--- src/hdl/srrw_pkg.sv ---
// Package for the selective-repeat receive window.
// Word types of both channels, field widths, result kinds and controller states.
// No dependencies.
package srrw_pkg;

    localparam int SEQ_W     = 16;
    localparam int CHECK_W   = 18;
    localparam int ACKCHK_W  = 17;
    localparam int LOW_W     = 64;
    localparam int HIGH_W    = 32;
    localparam int PAYLOAD_W = LOW_W + LOW_W + HIGH_W;
    localparam int PSUM_W    = 19;
    localparam int SUM_W     = 20;

    localparam int WINDOW_SLOTS_DEF = 16;
    localparam int SEQ_BITS_DEF     = 16;

    localparam logic KIND_ACK     = 1'b0;
    localparam logic KIND_DELIVER = 1'b1;

    typedef struct packed {
        logic [SEQ_W-1:0]   seq_number;
        logic [SEQ_W-1:0]   ack_number;
        logic [CHECK_W-1:0] packet_check;
        logic [LOW_W-1:0]   payload_low;
        logic [LOW_W-1:0]   payload_mid;
        logic [HIGH_W-1:0]  payload_high;
    } pkt_word_t;

    typedef struct packed {
        logic                result_kind;
        logic [SEQ_W-1:0]    result_seq;
        logic [ACKCHK_W-1:0] ack_check;
        logic [LOW_W-1:0]    data_low;
        logic [LOW_W-1:0]    data_mid;
        logic [HIGH_W-1:0]   data_high;
        logic                last_of_run;
    } res_word_t;

    typedef enum logic [2:0] {
        ST_IDLE,
        ST_SUM,
        ST_FOLD,
        ST_CHECK,
        ST_READ,
        ST_EMIT
    } state_t;

endpackage

--- src/hdl/srrw_ram.sv ---
// Generic single-port-write, single-port-read RAM with registered read data.
// Read data holds until the next read. No dependencies.
module srrw_ram #(
    parameter int WIDTH = 8,
    parameter int DEPTH = 16
) (
    input  logic                                     clk,
    input  logic                                     we,
    input  logic [((DEPTH > 1) ? $clog2(DEPTH) : 1)-1:0] waddr,
    input  logic [WIDTH-1:0]                         wdata,
    input  logic                                     re,
    input  logic [((DEPTH > 1) ? $clog2(DEPTH) : 1)-1:0] raddr,
    output logic [WIDTH-1:0]                         rdata
);

    logic [WIDTH-1:0] mem [DEPTH];

    always_ff @(posedge clk)
    begin
        if (we)
        begin
            mem[waddr] <= wdata;
        end
        if (re)
        begin
            rdata <= mem[raddr];
        end
    end

endmodule

--- src/hdl/selective_repeat_receive_window.sv ---
// A packet holds the input from its accept cycle through ST_SUM and ST_FOLD, which
// form the ones' complement payload checksum, and ST_CHECK, which compares the check
// value, classifies the window distance, stores the payload and registers the ack.
// An in-order packet then delivers the run of consecutive stored slots, each slot
// through ST_READ and then ST_EMIT, set by the single read port of the payload RAM
// (read, then load the result register); such a packet holds the input until the
// run ends. A stalled result register holds ST_CHECK or ST_EMIT. Packets with a bad
// check or beyond the window end give no result. Slot valid bits reset with the
// block, so no clearing pass is needed.
//
// Depends on srrw_pkg and srrw_ram.
module selective_repeat_receive_window #(
    parameter int WINDOW_SLOTS = srrw_pkg::WINDOW_SLOTS_DEF,
    parameter int SEQ_BITS     = srrw_pkg::SEQ_BITS_DEF
) (
    input  logic                clk,
    input  logic                rst_n,
    input  logic                pkt_valid,
    output logic                pkt_stall,
    input  srrw_pkg::pkt_word_t pkt_word,
    output logic                res_valid,
    input  logic                res_stall,
    output srrw_pkg::res_word_t res_word
);

    localparam int SLOT_BITS = (WINDOW_SLOTS > 1) ? $clog2(WINDOW_SLOTS) : 1;
    localparam int SW        = SLOT_BITS + 2;
    localparam int TWO_W     = 2 * WINDOW_SLOTS;
    // slot offset owed when the sequence number wraps past 2^SEQ_BITS
    localparam int WRAP_ADJ  = WINDOW_SLOTS
                             - int'((64'd1 << SEQ_BITS) % 64'(WINDOW_SLOTS));

    srrw_pkg::state_t state_reg, state_next;

    srrw_pkg::pkt_word_t              pkt_reg, pkt_next;
    logic [srrw_pkg::PSUM_W-1:0]      sum_a_reg, sum_a_next;
    logic [srrw_pkg::PSUM_W-1:0]      sum_b_reg, sum_b_next;
    logic [srrw_pkg::SEQ_W-1:0]       csum_reg, csum_next;
    logic [SEQ_BITS-1:0]              ne_reg, ne_next;
    logic [SLOT_BITS-1:0]             nslot_reg, nslot_next;
    logic [WINDOW_SLOTS-1:0]          valid_reg, valid_next;
    logic                             res_valid_reg, res_valid_next;
    srrw_pkg::res_word_t              res_word_reg, res_word_next;

    logic                             res_free;
    logic [SEQ_BITS-1:0]              seq_s;
    logic [SEQ_BITS-1:0]              seq_dist;
    logic                             in_window;
    logic                             behind;
    logic                             match;
    logic [srrw_pkg::CHECK_W-1:0]     total;
    logic                             wrap;
    logic [SW-1:0]                    slot_sum;
    logic [SLOT_BITS-1:0]             pslot;
    logic [SLOT_BITS-1:0]             nslot_inc;
    logic [WINDOW_SLOTS-1:0]          valid_clr;
    logic                             run_last;
    logic [srrw_pkg::SUM_W-1:0]       fsum;
    logic [16:0]                      fold1;
    logic [15:0]                      fold2;

    logic                             ram_we;
    logic                             ram_re;
    logic [srrw_pkg::PAYLOAD_W-1:0]   ram_wdata;
    logic [srrw_pkg::PAYLOAD_W-1:0]   ram_rdata;

    srrw_ram #(
        .WIDTH (srrw_pkg::PAYLOAD_W),
        .DEPTH (WINDOW_SLOTS)
    ) u_payload_ram (
        .clk   (clk),
        .we    (ram_we),
        .waddr (pslot),
        .wdata (ram_wdata),
        .re    (ram_re),
        .raddr (nslot_reg),
        .rdata (ram_rdata)
    );

    assign ram_wdata = {pkt_reg.payload_high, pkt_reg.payload_mid, pkt_reg.payload_low};

    // ---------------- datapath ----------------
    assign res_free = !res_valid_reg || !res_stall;

    assign seq_s     = SEQ_BITS'(32'(pkt_reg.seq_number));
    assign seq_dist  = seq_s - ne_reg;
    assign in_window = 32'(seq_dist) < 32'(WINDOW_SLOTS);
    assign behind    = seq_dist[SEQ_BITS-1];
    assign total     = srrw_pkg::CHECK_W'(csum_reg) + srrw_pkg::CHECK_W'(pkt_reg.ack_number)
                     + srrw_pkg::CHECK_W'(pkt_reg.seq_number);
    assign match     = total == pkt_reg.packet_check;

    // slot = seq mod W, formed from the tracked slot of next_expected
    assign wrap     = seq_s < ne_reg;
    assign slot_sum = SW'(nslot_reg) + SW'(32'(seq_dist)) + (wrap ? SW'(WRAP_ADJ) : SW'(0));

    always_comb
    begin
        if (slot_sum >= SW'(TWO_W))
        begin
            pslot = SLOT_BITS'(slot_sum - SW'(TWO_W));
        end
        else if (slot_sum >= SW'(WINDOW_SLOTS))
        begin
            pslot = SLOT_BITS'(slot_sum - SW'(WINDOW_SLOTS));
        end
        else
        begin
            pslot = SLOT_BITS'(slot_sum);
        end
    end

    assign nslot_inc = ((nslot_reg == SLOT_BITS'(WINDOW_SLOTS - 1)) || (ne_reg == '1))
                     ? '0 : nslot_reg + 1'b1;
    assign valid_clr = valid_reg & ~(WINDOW_SLOTS'(1) << nslot_reg);
    assign run_last  = !valid_clr[nslot_inc];

    assign fsum  = srrw_pkg::SUM_W'(sum_a_reg) + srrw_pkg::SUM_W'(sum_b_reg);
    assign fold1 = 17'(fsum[15:0]) + 17'(fsum[19:16]);
    // the second fold cannot carry out of 16 bits
    assign fold2 = fold1[15:0] + 16'(fold1[16]);

    // ---------------- next state ----------------
    always_comb
    begin
        state_next = state_reg;
        case (state_reg)
            srrw_pkg::ST_IDLE:
            begin
                if (pkt_valid)
                begin
                    state_next = srrw_pkg::ST_SUM;
                end
            end
            srrw_pkg::ST_SUM:
            begin
                state_next = srrw_pkg::ST_FOLD;
            end
            srrw_pkg::ST_FOLD:
            begin
                state_next = srrw_pkg::ST_CHECK;
            end
            srrw_pkg::ST_CHECK:
            begin
                if (!match || !(in_window || behind))
                begin
                    state_next = srrw_pkg::ST_IDLE;
                end
                else if (res_free)
                begin
                    state_next = (in_window && seq_dist == '0) ? srrw_pkg::ST_READ
                                                               : srrw_pkg::ST_IDLE;
                end
            end
            srrw_pkg::ST_READ:
            begin
                state_next = srrw_pkg::ST_EMIT;
            end
            srrw_pkg::ST_EMIT:
            begin
                if (res_free)
                begin
                    state_next = run_last ? srrw_pkg::ST_IDLE : srrw_pkg::ST_READ;
                end
            end
            default:
            begin
                state_next = srrw_pkg::ST_IDLE;
            end
        endcase
    end

    // ---------------- outputs and register updates ----------------
    always_comb
    begin
        pkt_next       = pkt_reg;
        sum_a_next     = sum_a_reg;
        sum_b_next     = sum_b_reg;
        csum_next      = csum_reg;
        ne_next        = ne_reg;
        nslot_next     = nslot_reg;
        valid_next     = valid_reg;
        res_valid_next = res_valid_reg && res_stall;
        res_word_next  = res_word_reg;
        ram_we         = 1'b0;
        ram_re         = 1'b0;
        pkt_stall      = 1'b1;
        case (state_reg)
            srrw_pkg::ST_IDLE:
            begin
                pkt_stall = 1'b0;
                if (pkt_valid)
                begin
                    pkt_next = pkt_word;
                end
            end
            srrw_pkg::ST_SUM:
            begin
                sum_a_next = srrw_pkg::PSUM_W'(pkt_reg.payload_low[15:0])
                           + srrw_pkg::PSUM_W'(pkt_reg.payload_low[31:16])
                           + srrw_pkg::PSUM_W'(pkt_reg.payload_low[47:32])
                           + srrw_pkg::PSUM_W'(pkt_reg.payload_low[63:48])
                           + srrw_pkg::PSUM_W'(pkt_reg.payload_mid[15:0]);
                sum_b_next = srrw_pkg::PSUM_W'(pkt_reg.payload_mid[31:16])
                           + srrw_pkg::PSUM_W'(pkt_reg.payload_mid[47:32])
                           + srrw_pkg::PSUM_W'(pkt_reg.payload_mid[63:48])
                           + srrw_pkg::PSUM_W'(pkt_reg.payload_high[15:0])
                           + srrw_pkg::PSUM_W'(pkt_reg.payload_high[31:16]);
            end
            srrw_pkg::ST_FOLD:
            begin
                csum_next = ~fold2;
            end
            srrw_pkg::ST_CHECK:
            begin
                if (match && (in_window || behind) && res_free)
                begin
                    res_valid_next            = 1'b1;
                    res_word_next             = '0;
                    res_word_next.result_kind = srrw_pkg::KIND_ACK;
                    res_word_next.result_seq  = pkt_reg.seq_number;
                    res_word_next.ack_check   = {pkt_reg.seq_number, 1'b0};
                    res_word_next.last_of_run = !(in_window && seq_dist == '0);
                    if (in_window)
                    begin
                        ram_we            = 1'b1;
                        valid_next[pslot] = 1'b1;
                    end
                end
            end
            srrw_pkg::ST_READ:
            begin
                ram_re = 1'b1;
            end
            srrw_pkg::ST_EMIT:
            begin
                if (res_free)
                begin
                    res_valid_next            = 1'b1;
                    res_word_next.result_kind = srrw_pkg::KIND_DELIVER;
                    res_word_next.result_seq  = srrw_pkg::SEQ_W'(32'(ne_reg));
                    res_word_next.ack_check   = '0;
                    res_word_next.data_low    = ram_rdata[srrw_pkg::LOW_W-1:0];
                    res_word_next.data_mid    = ram_rdata[2*srrw_pkg::LOW_W-1:srrw_pkg::LOW_W];
                    res_word_next.data_high   = ram_rdata[srrw_pkg::PAYLOAD_W-1:2*srrw_pkg::LOW_W];
                    res_word_next.last_of_run = run_last;
                    valid_next                = valid_clr;
                    ne_next                   = ne_reg + 1'b1;
                    nslot_next                = nslot_inc;
                end
            end
            default:
            begin
                pkt_stall = 1'b1;
            end
        endcase
    end

    always_ff @(posedge clk or negedge rst_n)
    begin
        if (!rst_n)
        begin
            state_reg     <= srrw_pkg::ST_IDLE;
            ne_reg        <= '0;
            nslot_reg     <= '0;
            valid_reg     <= '0;
            res_valid_reg <= 1'b0;
        end
        else
        begin
            state_reg     <= state_next;
            ne_reg        <= ne_next;
            nslot_reg     <= nslot_next;
            valid_reg     <= valid_next;
            res_valid_reg <= res_valid_next;
        end
    end

    always_ff @(posedge clk)
    begin
        pkt_reg      <= pkt_next;
        sum_a_reg    <= sum_a_next;
        sum_b_reg    <= sum_b_next;
        csum_reg     <= csum_next;
        res_word_reg <= res_word_next;
    end

    assign res_valid = res_valid_reg;
    assign res_word  = res_word_reg;

endmodule

--- config.mk ---
export PLATFORM = sky130hd
export DESIGN_NAME = selective_repeat_receive_window
export DESIGN_NICKNAME = d
export VERILOG_FILES = /design/src/hdl/srrw_pkg.sv /design/src/hdl/srrw_ram.sv /design/src/hdl/selective_repeat_receive_window.sv
export SDC_FILE = /design/constraint.sdc
export NUM_CORES = 2
export LEC_CHECK = 0
export ABC_CLOCK_PERIOD_IN_PS = 23700
export BUFFER_PORTS_ARGS = -buffer_cell sky130_fd_sc_hd__buf_4
export CORE_AREA = 2 2 479 718
export DETAILED_ROUTE_END_ITERATION = 16
export DIE_AREA = 0 0 481 720
export PLACE_DENSITY = 0.48
export SLEW_MARGIN = 30
export SYNTH_ARGS = -nofsm -noshare
export SYNTH_HDL_FRONTEND = slang
export SYNTH_SLANG_ARGS = --single-unit
--- constraint.sdc ---
create_clock -name clk -period 23.7 [get_ports clk]
set_input_delay 1.185 -clock clk [delete_from_list [all_inputs] [get_ports clk]]
set_output_delay 1.185 -clock clk [all_outputs]
set_load 0.005 [all_outputs]
=== Yosys cells after proc, flatten, opt, wreduce, memory -nomap -nowiden ===
Memories as Yosys holds them, arrays and structs flattened. A register that Yosys moved wholly into a read port is not among the register bits.
Index checks and enable logic that the tools add are counted.

* Word-level logic and storage cells: 122
* Memory bits (writable): 2560
* Flip-flop bits (word level): 499
* Output and inout bits: 197
* Input port bits: 214
* Memories: 1

{| class="wikitable"
|+ Memories
! memory !! depth !! bits a word !! read ports !! clocked after memory_dff !! write ports !! line !! RTL
|-
| u_payload_ram.mem || 16 || 160 || 1 || 1 || 1 || srrw_ram.sv:16 || <nowiki>logic [WIDTH-1:0] mem [DEPTH];</nowiki>
|}

* Reduce and logical (&&, ||, !) cells: 23
* Multiplexer cells: 32
* Bitwise operators: 4
* Equality and inequality tests: 13
* $lt $le $gt $ge: 7
* Shifts and indexed selects: 1
* Add/subtract/negate cells: 20

{| class="wikitable"
|+ Operators with widths
! kind !! count
|-
| 195-bit two-way mux || 2
|-
| 195-bit case mux with 2 select lines || 1
|-
| 17-bit by 16-bit adder with 18-bit output || 3
|-
| 16-bit by 16-bit adder with 17-bit output || 3
|-
| 16-bit two-way mux || 3
|-
| 18-bit by 16-bit adder with 19-bit output || 2
|-
| 19-bit by 16-bit adder with 19-bit output || 2
|-
| 16-bit inverter || 2
|-
| 16-bit case mux with 2 select lines || 1
|-
| 19-bit by 19-bit adder with 20-bit output || 1
|-
| 18-bit == test || 1
|-
| 3-bit two-way mux || 6
|-
| 3-bit case mux with 6 select lines || 1
|-
| 16-bit by 4-bit adder with 17-bit output || 1
|-
| 16-bit by 1-bit adder with 16-bit output || 1
|-
| 16-bit by 1-bit adder with 16-bit output (second input constant) || 1
|-
| 16-bit bitwise AND || 1
|-
| 16-bit == test (second input constant) || 1
|-
| 16-bit zero test || 1
|-
| 16-bit less-than comparator || 1
|-
| 16-bit by 5-bit less-than comparator with 1-bit output (second input constant) || 1
|-
| 16-bit OR || 1
|-
| 1-bit by 4-bit left shift with 16-bit output (first input constant) || 1
|-
| 16-bit subtractor || 1
|-
| 28 further kinds || 61
|}

=== Logic depth before layout (Yosys ltp) ===
* Depth in word-level cells: 14
* Depth in mapped cells: 29
* Mapped depth without buffers: 29

=== Hierarchy ===
Synthesis repeated with hierarchy kept, for this count alone.

* Cell total of the unflattened synthesis: 5975
* Area total of the unflattened synthesis: 125744.3 um^2

{| class="wikitable"
|+ By module, submodules not included
! module !! area each (um^2) !! cells each !! sequential area each (um^2) !! instances
|-
| srrw_ram || 100901.8 || 4191 || 81678.3 || 1
|-
| selective_repeat_receive_window || 24842.6 || 1784 || 14754.2 || 1
|}

=== Least setup slack after synthesis ===
Ideal clock, no wire load.

* Path type: flip-flop to flip-flop
* From: reg pkt_reg (netlist bit seq_s[1])
* To: mem u_payload_ram.mem[14][0] in the netlist's numbering (enable)
* Stages on the path, launching flop included: 15
* Path buffers: 2
* Slack: 3.969 ns
* Data required time: 22.628 ns
* Data arrival time: 18.659 ns
* Library setup time: 1.072 ns
* Period minus slack after synthesis: 19.731 ns
* Cells stage by stage: edfxtp_1 fa_1 ha_1 fa_1 a21o_1 a21o_1 a2111o_1 or3b_1 a211oi_1 nor3_1 nand3_1 or4_1 buf_2 buf_2 nor4_1

* Word-level cells in the longest chain between the ends: 9
* Elaborated cells between the ends (all ways): 22
* Classes of those cells: 6 x add/sub; 4 x order compare; 1 x eq/ne; 8 x mux; 3 x reduce/logical

{| class="wikitable"
|+ Ends and longest elaborated chain
! item !! line !! RTL
|-
| start: declaration || selective_repeat_receive_window.sv:35 || <nowiki>srrw_pkg::pkt_word_t pkt_reg, pkt_next;</nowiki>
|-
| start signal: assignment || selective_repeat_receive_window.sv:281 || <nowiki>pkt_reg <= pkt_next;</nowiki>
|-
| branches (longest 9 deep; another with 16-bit subtractor) || - ||
|-
| end: declaration || srrw_ram.sv:16 ||
|}

Parallel ways; which one is timed is not known.

=== Worst setup path after layout ===
* From: reg sum_b_reg[0] in the netlist's numbering
* To: reg csum_reg[14] in the netlist's numbering (data pin)

* Word-level cells in the longest chain between the ends: 4

{| class="wikitable"
|+ Ends and longest elaborated chain
! item !! line !! RTL
|-
| start: declaration || selective_repeat_receive_window.sv:37 || <nowiki>logic [srrw_pkg::PSUM_W-1:0] sum_b_reg, sum_b_next;</nowiki>
|-
| start signal: assignment || selective_repeat_receive_window.sv:283 || <nowiki>sum_b_reg <= sum_b_next;</nowiki>
|-
| 19-bit by 19-bit adder with 20-bit output || selective_repeat_receive_window.sv:118 || <nowiki>assign fsum = srrw_pkg::SUM_W'(sum_a_reg) + srrw_pkg::SUM_W'(sum_b_reg);</nowiki>
|-
| 16-bit by 4-bit adder with 17-bit output || selective_repeat_receive_window.sv:119 || <nowiki>assign fold1 = 17'(fsum[15:0]) + 17'(fsum[19:16]);</nowiki>
|-
| 16-bit by 1-bit adder with 16-bit output || selective_repeat_receive_window.sv:121 || <nowiki>assign fold2 = fold1[15:0] + 16'(fold1[16]);</nowiki>
|-
| 16-bit inverter || selective_repeat_receive_window.sv:212 || <nowiki>csum_next = ~fold2;</nowiki>
|-
| end signal: assignment || selective_repeat_receive_window.sv:284 || <nowiki>csum_reg <= csum_next;</nowiki>
|-
| end: declaration || selective_repeat_receive_window.sv:38 || <nowiki>logic [srrw_pkg::SEQ_W-1:0] csum_reg, csum_next;</nowiki>
|}

No other way between the ends.
A chain may end at the register's enable or synchronous reset.

==> results.md <==
- Status: completed
- First-pass GRT wire length: 497000 um
- Final setup violating endpoints: 0
- Final Max Tran Viols: 0
- Fin crit share: 30.2%
- Reg clk slew, reported paths: 0.06 ns
- All-Layer GR Usage: approximately 20%
- Max Buffers Root-to-Sink: 4
- # IOs: approximately 400
- Crit. End Element: register
- Resized Gates After CTS: 0
- Final worst setup slack: about 17 ns
- Total power: roughly 14 mW
- Tightest Pin Transition: about 1.0 ns
- Root Buffer: clkbuf_16
- Starting Density: between 30% and 40%
- Wire length per cell: around 33 um
- PortBufs: between 400 and 500
- Post-synth EDFFs: 3178
- NumNets Final: 6584
- Pwr per Cell Area: 98.4 nW/um2
- Total internal power: 10.3 mW
- GPL Wtd Cong: slightly above 0.8
- CTS Buf Count: about 330
- Vias in the first global route: between 60000 and 70000
- Routed vias/inst: 5.39
- TritonCTS clock tree: built
- Skew final: about 0.079 ns
- Hold Buf Count CTS: 0
- GRT overflow: 0
- Leak: 46.6 nW
- Slowest-stage cell, CP: a2111oi_0
- Part of the Yosys area used for sequential elements: around 77%
- Starting DRT DRC Count: around 5400
- Crit Path Category: register to register
- Post-Syn Instances: around 5500
- Largest net degree at the start of global routing: 122
- Total wire length: roughly 360000 um
- Die W: 481 um
- FFs w/ async S/R, synth: under 10%
- Syn_nets: 5937
- DRC: 0
- Gate power share: 16.5%
- Row count: between 200 and 300
- Flops & latches, synth: between 3000 and 4000
- Setup Fix Bufs, Post-CTS: 0
- Die Ht: between 700 and 800 um
- RSZ-0062 raised after global routing: false
- Critical path arrival: between 7 and 8 ns
- Psw: 3.94 mW
- Flop pwr share: a little under half
- Highest clock rate: 140 MHz
- Crit Path Max Fanout: 4
- Clk_lat worst skew: between 0.9 and 1 ns
- Final hold viol count: 0
- Routed vias: ~59000
- Detail Placement HPWL: 207000 um
- Die area: 346000 um2
- Area growth syn-to-layout: 15.9%
- Count of unique library cells instantiated by Yosys: between 70 and 80
- Num Clock Sinks: 3218
- Core box area: between 300000 and 400000 um2
- Setup crit start kind: register
- Layout cells sized above 1: 29.1%
- Dpl ws: about 16 ns
- Top_reg_cell synth: edfxtp_1
- Detail Route Antenna Nets: 0
- Syn Std Cell Area: around 130000 um2
- Synth Area per Inst: 22.8 um2
- Max reg flops: roughly 2600
- Synth Warn #: 0
- Clock power frac: 36.2%
- Max VDD drop: 0.0785 mV
- Antenna violations before repair: 17
- Setup TNS: 0 ns
- Worst endpoint required time: ~24 ns
- Worst Hold Class: input port to asynchronous set/reset pin
- Relative slew slack: roughly a third
- Filler cell count: about 30000
- CTS H-Tree Depth: 5
- CP most frequent cell: ha_1
- Final min period: between 7 and 8 ns
- DRT Pass-1 Iters: 5
- Max_cap viols: 0
- Crit-path max cell delay: around 0.59 ns
- Sw Ratio: between 20 and 30%
## power groups by stage
stage	Clock (mW)	Sequential [mW]	Combinational, mW
final	5.16	6.77	2.35
after global routing	5.51	6.78	2.59
after CTS	5.30	6.78	2.39
after detailed placement	0	6.90	2.37
after global placement	0	6.89	2.36
after floorplan	0	6.83	1.46
## per-stage QoR
stage	cells	instance area (um2)	util (%)	hold WS, ns
global placement	10300	134000	39.6	0.467
finish	10900	145000	42.8	0.330
detailed placement	10300	135000	39.6	0.474
global route	10900	145000	42.7	0.328
floorplan	5505	125000	-	0.448
CTS	10900	145000	42.7	0.277
## logic make-up after synthesis
logic type | count (synthesis) | share of synthesized area [%]
and+or+nand+nor | 515 | 2.27
buffers and inverters | 332 | 1.01
AOI/OAI and AO/OA | 305 | 1.66
muxes | 805 | 14.4
adders and majority gates | 218 | 2.87
DFF | 3218 | 77.0
xor gates and xnor gates | 111 | 0.776
other | 1 | 0.00299
## metal layers
metal / up-vias / GRT usage (%) / part of all wire, %
li1: 24400 / - / -
met1: 32400 / 25.6 / 40
met2: 1528 / 37.5 / 54
met3: 416 / 2.31 / 3.8
met4: 0 / 4.38 / 2.0
met5: - / 0 / 0
## cells in the mapped netlist, types with 37 or more instances
cell / number / area share (%)
nand2_1: 63 / 0.19
o21ai_0: 58 / 0.23
edfxtp_1: 3178 / 76
ha_1: 103 / 1.0
mux4_2: 800 / 14
dfrtp_1: 40 / 0.80
fa_1: 115 / 1.8
clkbuf_1: 194 / 0.58
a21oi_1: 69 / 0.28
nand3_1: 37 / 0.15
nor3_1: 45 / 0.18
and3_1: 180 / 0.90
nor2_1: 68 / 0.20
inv_1: 86 / 0.26
xnor2_1: 75 / 0.52
buf_1: 46 / 0.14
a21o_1: 41 / 0.25
## cell usage in the layout, fill, tap and decap left out, types with 13 or more instances in the layout
| cell type | instances |
|---|---|
| edfxtp_1 | 3178 |
| mux4_2 | 800 |
| buf_4 | 526 |
| clkbuf_16 | 336 |
| and3_1 | 180 |
| fa_1 | 115 |
| ha_1 | 103 |
| inv_1 | 85 |
| xnor2_1 | 75 |
| clkinv_1 | 71 |
| a21oi_1 | 68 |
| nor2_1 | 67 |
| nand2_1 | 63 |
| o21ai_0 | 58 |
| clkbuf_1 | 57 |
| clkinv_2 | 50 |
| a21o_1 | 41 |
| nand3_1 | 37 |
| xor2_1 | 36 |
| dfrtp_1 | 36 |
| nor3_1 | 32 |
| bufinv_16 | 32 |
| and2_1 | 27 |
| nand2b_1 | 19 |
| buf_12 | 19 |
| o21a_1 | 16 |
| o31ai_1 | 15 |
| clkinvlp_4 | 15 |
| a211oi_1 | 14 |
| nor3_2 | 13 |
## worst max-delay path: cells and delay by family, from the launching register on
kind | cells | cell delay (ns)
AO/OA/AOI/OAI | 10 | 2.58
buffers and inverters | 2 | 0.13
XOR/XNOR | 2 | 0.27
adder cells (fa/ha/maj) | 6 | 1.70
flip-flops | 1 | 0.34
AND/OR/NAND/NOR | 9 | 1.84
## final timing paths
path	startpoint	endpoint	cells past startpoint	slack (ns)
setup / recovery	sum_b_reg[0]	csum_reg[14]	29	16.54
hold / removal	rst_n	ne_reg[15]	1	0.33
setup reg to reg	sum_b_reg[0]	csum_reg[14]	29	16.54
hold reg to reg	valid_reg[1]	valid_reg[1]	1	0.49
max in group asynchronous	rst_n	nslot_reg[1]	1	22.88
min in group clk	pkt_word[131]	pkt_reg[131]	1	0.44
## cell type report
cell class | instances | area [um2] | area share [%]
diodes | 5 | 12.5 | 0.00862
clock buffers | 394 | 8640 | 5.95
clock inverters | 186 | 1830 | 1.26
inverters | 86 | 330 | 0.228
multi-input cells | 1955 | 27700 | 19.1
flip-flops and latches | 3218 | 96400 | 66.4
well taps | 4488 | 5620 | 3.87
repair buffers | 563 | 4640 | 3.20
No activity file was read; power rests on OpenSTA's default activity.
